$ cat config.mk
export PLATFORM = sky130hd
export DESIGN_NAME = gke_dist
export DESIGN_NICKNAME = d
export VERILOG_FILES = /design/src/sv/gke_pkg.sv /design/src/sv/gke_dist.sv
export SDC_FILE = /design/constraint.sdc
export NUM_CORES = 2
export LEC_CHECK = 0
export ABC_AREA = 1
export BUFFER_PORTS_ARGS = -buffer_cell sky130_fd_sc_hd__buf_2
export CORE_MARGIN = 3
export CORE_UTILIZATION = 65
export DETAILED_ROUTE_END_ITERATION = 12
export MAX_ROUTING_LAYER = met4
export PLACE_DENSITY = 0.82
export SETUP_SLACK_MARGIN = 0.05
export SYNTH_ARGS = -nofsm -noshare
export SYNTH_HDL_FRONTEND = slang
export SYNTH_SLANG_ARGS = --single-unit
$ cat constraint.sdc
create_clock -name clk -period 19.1 [get_ports clk]
set_input_delay 3.82 -clock clk [delete_from_list [all_inputs] [get_ports clk]]
set_output_delay 3.82 -clock clk [all_outputs]
set_load 0.03 [all_outputs]
$ cat src/sv/gke_pkg.sv
`default_nettype none

package gke_pkg;

  localparam int FRAC_BITS         = 16;
  localparam int EXP_TABLE_ENTRIES = 256;
  localparam int SERIES_TERMS      = 24;

  localparam int DATA_W  = 32;
  localparam int IB_W    = 24;
  localparam int MAG_W   = DATA_W + 1;
  localparam int Y_W     = FRAC_BITS + 4;
  localparam int T_W     = FRAC_BITS + 6;
  localparam int U_W     = FRAC_BITS + 6;
  localparam int K_W     = U_W - FRAC_BITS;
  localparam int SH_W    = 5;
  localparam int IDX_W   = $clog2(EXP_TABLE_ENTRIES);
  localparam int LOG2E_W = 31;

  localparam logic [LOG2E_W-1:0] LOG2E_Q30 = 31'd1549082005;
  localparam logic [31:0]        LN2_Q32   = 32'd2977044472;
  localparam logic [Y_W-1:0]     Y_LIMIT   = Y_W'(8) << FRAC_BITS;
  localparam logic [K_W-1:0]     K_UNDER   = K_W'(32);

  localparam int CFG_IDX_W = 2;
  localparam logic [CFG_IDX_W-1:0] REG_CENTER  = 2'd0;
  localparam logic [CFG_IDX_W-1:0] REG_INV_BW  = 2'd1;
  localparam logic [CFG_IDX_W-1:0] REG_SCALE   = 2'd2;

  localparam logic [IB_W-1:0]   INV_BW_RESET = 24'd65536;

  typedef logic [31:0] exp_tab_t [EXP_TABLE_ENTRIES];

  // 2^(-i/N) in Q.32, low 32 bits; entry 0 (exactly 1.0) is handled apart
  function automatic exp_tab_t build_exp_tab();
    exp_tab_t    tab;
    logic [63:0] z;
    logic [63:0] sum;
    logic [63:0] term;
    logic        done;
    for (int i = 0; i < EXP_TABLE_ENTRIES; i++) begin
      z    = (64'(i) * 64'(LN2_Q32)) / 64'(EXP_TABLE_ENTRIES);
      sum  = 64'd1 << 32;
      term = 64'd1 << 32;
      done = 1'b0;
      for (int n = 1; n <= SERIES_TERMS; n++) begin
        if (!done) begin
          term = ((term * z + (64'd1 << 31)) >> 32) / 64'(n);
          if (term == 64'd0) begin
            done = 1'b1;
          end else if (n % 2 == 1) begin
            sum = sum - term;
          end else begin
            sum = sum + term;
          end
        end
      end
      tab[i] = sum[31:0];
    end
    return tab;
  endfunction

  localparam exp_tab_t EXP_TAB = build_exp_tab();

endpackage

`default_nettype wire

$ cat src/sv/gke_dist.sv
`default_nettype none

module gke_dist (
  input  wire                              clk,
  input  wire                              rst_n,
  input  wire                              up_valid,
  output logic                             up_ready,
  input  wire  [gke_pkg::DATA_W-1:0]       sample,
  input  wire  [gke_pkg::DATA_W-1:0]       center,
  input  wire  [gke_pkg::IB_W-1:0]         inv_bw,
  output logic                             dn_valid,
  input  wire                              dn_ready,
  output logic [gke_pkg::T_W-1:0]          t
);

  localparam int PY_W = gke_pkg::MAG_W + gke_pkg::IB_W;
  localparam int SQ_W = 2 * gke_pkg::Y_W;

  logic [2:0]                    v_r;
  logic [2:0]                    rdy;
  logic [gke_pkg::MAG_W-1:0]     mag_r, mag_nxt;
  logic [gke_pkg::Y_W-1:0]       y_r, y_nxt;
  logic [gke_pkg::T_W-1:0]       t_r, t_nxt;
  logic signed [gke_pkg::MAG_W-1:0] diff;
  logic [PY_W-1:0]               py;
  logic [PY_W-1:0]               py_sh;
  logic [SQ_W-1:0]               sq;

  assign rdy[2]   = !v_r[2] || dn_ready;
  assign rdy[1]   = !v_r[1] || rdy[2];
  assign rdy[0]   = !v_r[0] || rdy[1];
  assign up_ready = rdy[0];
  assign dn_valid = v_r[2];
  assign t        = t_r;

  // distance magnitude
  always_comb begin
    diff    = $signed({sample[gke_pkg::DATA_W-1], sample})
            - $signed({center[gke_pkg::DATA_W-1], center});
    mag_nxt = diff[gke_pkg::MAG_W-1] ? gke_pkg::MAG_W'(-diff) : gke_pkg::MAG_W'(diff);
  end

  // scaled distance, saturated
  always_comb begin
    py    = PY_W'(mag_r) * PY_W'(inv_bw);
    py_sh = py >> (gke_pkg::DATA_W - gke_pkg::FRAC_BITS);
    y_nxt = (py_sh > PY_W'(gke_pkg::Y_LIMIT)) ? gke_pkg::Y_LIMIT : py_sh[gke_pkg::Y_W-1:0];
  end

  // half square
  always_comb begin
    sq    = SQ_W'(y_r) * SQ_W'(y_r);
    t_nxt = gke_pkg::T_W'(sq >> (gke_pkg::FRAC_BITS + 1));
  end

  always_ff @(posedge clk) begin
    if (!rst_n) begin
      v_r <= 3'b000;
    end else begin
      if (rdy[0]) v_r[0] <= up_valid;
      if (rdy[1]) v_r[1] <= v_r[0];
      if (rdy[2]) v_r[2] <= v_r[1];
    end
  end

  always_ff @(posedge clk) begin
    if (rdy[0] && up_valid) mag_r <= mag_nxt;
    if (rdy[1] && v_r[0])   y_r   <= y_nxt;
    if (rdy[2] && v_r[1])   t_r   <= t_nxt;
  end

  a_y_bound: assert property (@(posedge clk) disable iff (!rst_n)
    v_r[1] |-> y_r <= gke_pkg::Y_LIMIT)
    else $error("scaled distance above saturation limit");

  a_t_hold: assert property (@(posedge clk) disable iff (!rst_n)
    v_r[2] && !dn_ready |=> v_r[2] && $stable(t_r))
    else $error("half square lost while stalled");

endmodule

`default_nettype wire

==> implementation parameters <==
Parameter                              Value

Clocking
  Post-CTS setup buffer count    0
  Worst skew pair latency    0.40 ns
  CTS H-tree depth    3
  Number of clock sinks    78
  Hold-fix buffers, CTS    0
  Quantity of gates resized following cts    0
  CTS Buf Count    9
  CTS clk-pin slew, worst paths    0.08 ns
  Clock Path Buffers    2
  TritonCTS clock tree    built
  CTS root buf    sky130_fd_sc_hd__clkbuf_16

Routing
  Remaining DRCs    0
  Pre-Repair DR Iteration Count    7
  Number of antenna-violating nets in the routed design    0
  Drt total wl    113 mm
  Total via count in the routed design    36800
  Detail-routed net length per standard cell    16.6 um
  DR iter-0 viols    3046
  Routed vias/inst    5.40

Timing
  Final hold slack    0.510 ns
  Unrepaired setup endpoints after global routing    false
  Final setup violation count    0
  Largest clock skew in the final design    0.0128 ns
  Final clock period utilization by the worst path    58.0%
  Slew at the pin with the worst max-slew slack    1.34 ns
  Hold Fails Final Rpt    0
  Timing-limited maximum frequency    0.0903 GHz
  Setup_tns    0 ns
  Minimum period implied by the final worst setup slack    11.08 ns
  Max-slew violation count    0
  Max-slew headroom    10.6%

Layout
  Signed area change from the synthesized netlist to the final layout    3.09%
  Nets    7342
  Final standard cell area without fillers    45900 um2
  Ratio of cells with drive above 1 in the final layout    3.15%

Worst setup path
  Worst flop-to-flop path startpoint    mag_r[10]
  RR Endpoint    y_r[3]
  Critical path capture point type    register
  Max stage delay cell, worst path    sky130_fd_sc_hd__buf_2
  Data required time at the worst endpoint    19.35 ns
  Delay of the slowest cell on the worst path    0.61 ns
  Type of the setup path with the least slack    in2reg
  Arrival time of data at the critical path endpoint    11.32 ns
  Reg2Reg Depth    29
  Max FO, Critical Path    33
  CP startpoint kind    input port
  Slack of the worst reg-to-reg path    10.81 ns

Logic synthesis
  Cell accounting for the most synthesized area    sky130_fd_sc_hd__fa_1
  Top post-synthesis cells by count    sky130_fd_sc_hd__inv_1 (1879), sky130_fd_sc_hd__nand2_1 (1627), sky130_fd_sc_hd__fa_1 (959)
  Synthesized Nets    7396
  Area share of the largest cell type after synthesis    43.1%
  Dominant cells by area after synthesis    sky130_fd_sc_hd__fa_1 (43%), sky130_fd_sc_hd__inv_1 (16%), sky130_fd_sc_hd__nand2_1 (14%)
  Number of synthesized flops with an enable pin    75
  Synthesized instance count    5990
  Synth Flop Type    sky130_fd_sc_hd__edfxtp_1
  Total of flip-flops plus latches after synthesis    78
  Number of synthesis warnings    0
  Netlist cell types    43
  Mean instance size in the synthesized netlist    7.44 um2
  Count leader, synth    sky130_fd_sc_hd__inv_1
  Syn Std Cell Area    44600 um2
  Fraction of the yosys area taken by sequential cells    5.19%
  Post-synthesis async set-or-reset flop share    0%

Global route
  Total grt overflow    0
  Met1 Usage GRT    45.2%
  Met2 track demand over resource    57.0%
  Number of global-route vias before repair    39600
  Global router's overall resource usage    35.0%
  Initial antenna violation count    1
  Highest-utilization routing layer at the global route stage    met2
  Met3 track demand over resource in global routing    4.86%
  Global-route wire length before repair    194 mm
  Maximum number of pins on one net before global-route repair    34

Die
  Number of rows in the core area    95
  Vert. Die Dim    268 um
  Core area    67500 um2
  Effective utilization at floorplan    66.0%
  I/O Pins    116
  Die Footprint    71700 um2
  Width of the chip    268 um

Hold path
  Hold-critical path depth    2
  Worst Min Path Start    v_r[0]
  Sink of the worst hold path    v_r[0]
  Type of the most critical hold path    reg2reg

Place
  Placer Congestion    1.07
  Port Buffers    115
  Placed instance area    45600 um2
  Post-detailed-placement half-perimeter wirelength    95.8 mm

Status
  Outcome    finished clean

Run
  Number of maximum-capacitance constraint violations    0
==> worst max-delay path by stage <==
stage	start	depth (start not counted)	end
CTS	inv_bw[9]	30	y_r[16]
finish	inv_bw[9]	30	y_r[3]
global route	inv_bw[9]	30	y_r[14]
floorplan	inv_bw[3]	34	y_r[9]
detailed placement	inv_bw[9]	30	y_r[16]
global placement	inv_bw[9]	30	y_r[2]
==> layout by cell type, fill, tap and decap left out, types with 3 or more instances in the layout <==
| cell | n |
|---|---|
| sky130_fd_sc_hd__nor2_1 | 291 |
| sky130_fd_sc_hd__buf_2 | 115 |
| sky130_fd_sc_hd__edfxtp_1 | 75 |
| sky130_fd_sc_hd__o21ai_0 | 74 |
| sky130_fd_sc_hd__o21a_1 | 3 |
| sky130_fd_sc_hd__nor3b_1 | 4 |
| sky130_fd_sc_hd__ha_1 | 355 |
| sky130_fd_sc_hd__o211ai_1 | 5 |
| sky130_fd_sc_hd__nor4_1 | 3 |
| sky130_fd_sc_hd__nor2_2 | 13 |
| sky130_fd_sc_hd__nand3b_1 | 9 |
| sky130_fd_sc_hd__nand3_2 | 4 |
| sky130_fd_sc_hd__and2_1 | 4 |
| sky130_fd_sc_hd__nor3_1 | 23 |
| sky130_fd_sc_hd__xnor2_1 | 27 |
| sky130_fd_sc_hd__a21o_1 | 11 |
| sky130_fd_sc_hd__clkbuf_16 | 9 |
| sky130_fd_sc_hd__a21oi_1 | 147 |
| sky130_fd_sc_hd__nand3_1 | 123 |
| sky130_fd_sc_hd__nand2_1 | 1627 |
| sky130_fd_sc_hd__a21boi_0 | 4 |
| sky130_fd_sc_hd__nand2_2 | 7 |
| sky130_fd_sc_hd__inv_8 | 3 |
| sky130_fd_sc_hd__dfxtp_1 | 3 |
| sky130_fd_sc_hd__fa_1 | 959 |
| sky130_fd_sc_hd__xor2_1 | 48 |
| sky130_fd_sc_hd__o21bai_1 | 15 |
| sky130_fd_sc_hd__inv_1 | 1879 |
| sky130_fd_sc_hd__a31oi_1 | 18 |
| sky130_fd_sc_hd__buf_4 | 24 |
| sky130_fd_sc_hd__nand4_1 | 35 |
| sky130_fd_sc_hd__o221ai_1 | 3 |
==> worst max-delay path, delay by kind of cell <==
| family | cells | cell delay (ns) |
|---|---|---|
| fa+ha+maj | 8 | 4.01 |
| buf+inv | 6 | 0.90 |
| compound gates | 3 | 0.78 |
| simple gates | 13 | 1.76 |
==> registers in the layout (all words and copies together), names as in the netlist <==
name,cells
v_r,3
mag_r,33
y_r,20
t,22
==> cell type report <==
type	count	area (um2)
inverters	1880	7060
flip-flops and latches	78	2310
clock buffers	9	225
repair buffers	139	756
clock inverters	7	76.3
fillers	5704	21600
diodes	1	2.50
multi-input cells	3828	34400
well taps	873	1090
==> logic make-up (layout without fill, tap and decap cells) <==
family | count (synthesis) | count (layout) | share of synthesized area (%)
AND/OR/NAND/NOR | 2149 | 2149 | 19.1
buffers and inverters | 2084 | 2035 | 17.6
adder cells (fa/ha/maj) | 1314 | 1314 | 53.0
AO/OA/AOI/OAI | 288 | 288 | 3.56
flip-flops | 78 | 78 | 5.19
XOR/XNOR | 77 | 77 | 1.55
other | 0 | 1 | 0
==> routing by layer <==
metal  part of all wire [%]  routed length (um)
met5                      0                   0
met2                     48               54600
met3                    8.1                9140
met1                     40               45500
met4                    3.7                4230
==> metrics by stage <==
step / utilization (%) / worst slack (ns) / std cells
6_report: 68.0 / 8.02 / 6815
3_5_place_dp: 67.6 / 7.69 / 6798
4_1_cts: 68.0 / 8.11 / 6814
3_3_place_gp: 67.6 / 7.81 / 6798
2_1_floorplan: - / 9.02 / 5990
5_1_grt: 68.0 / 7.58 / 6815
Power is left out: the tool's default activity adds up to more than one toggle a clock period on the data nets, which glitch-free logic cannot reach.
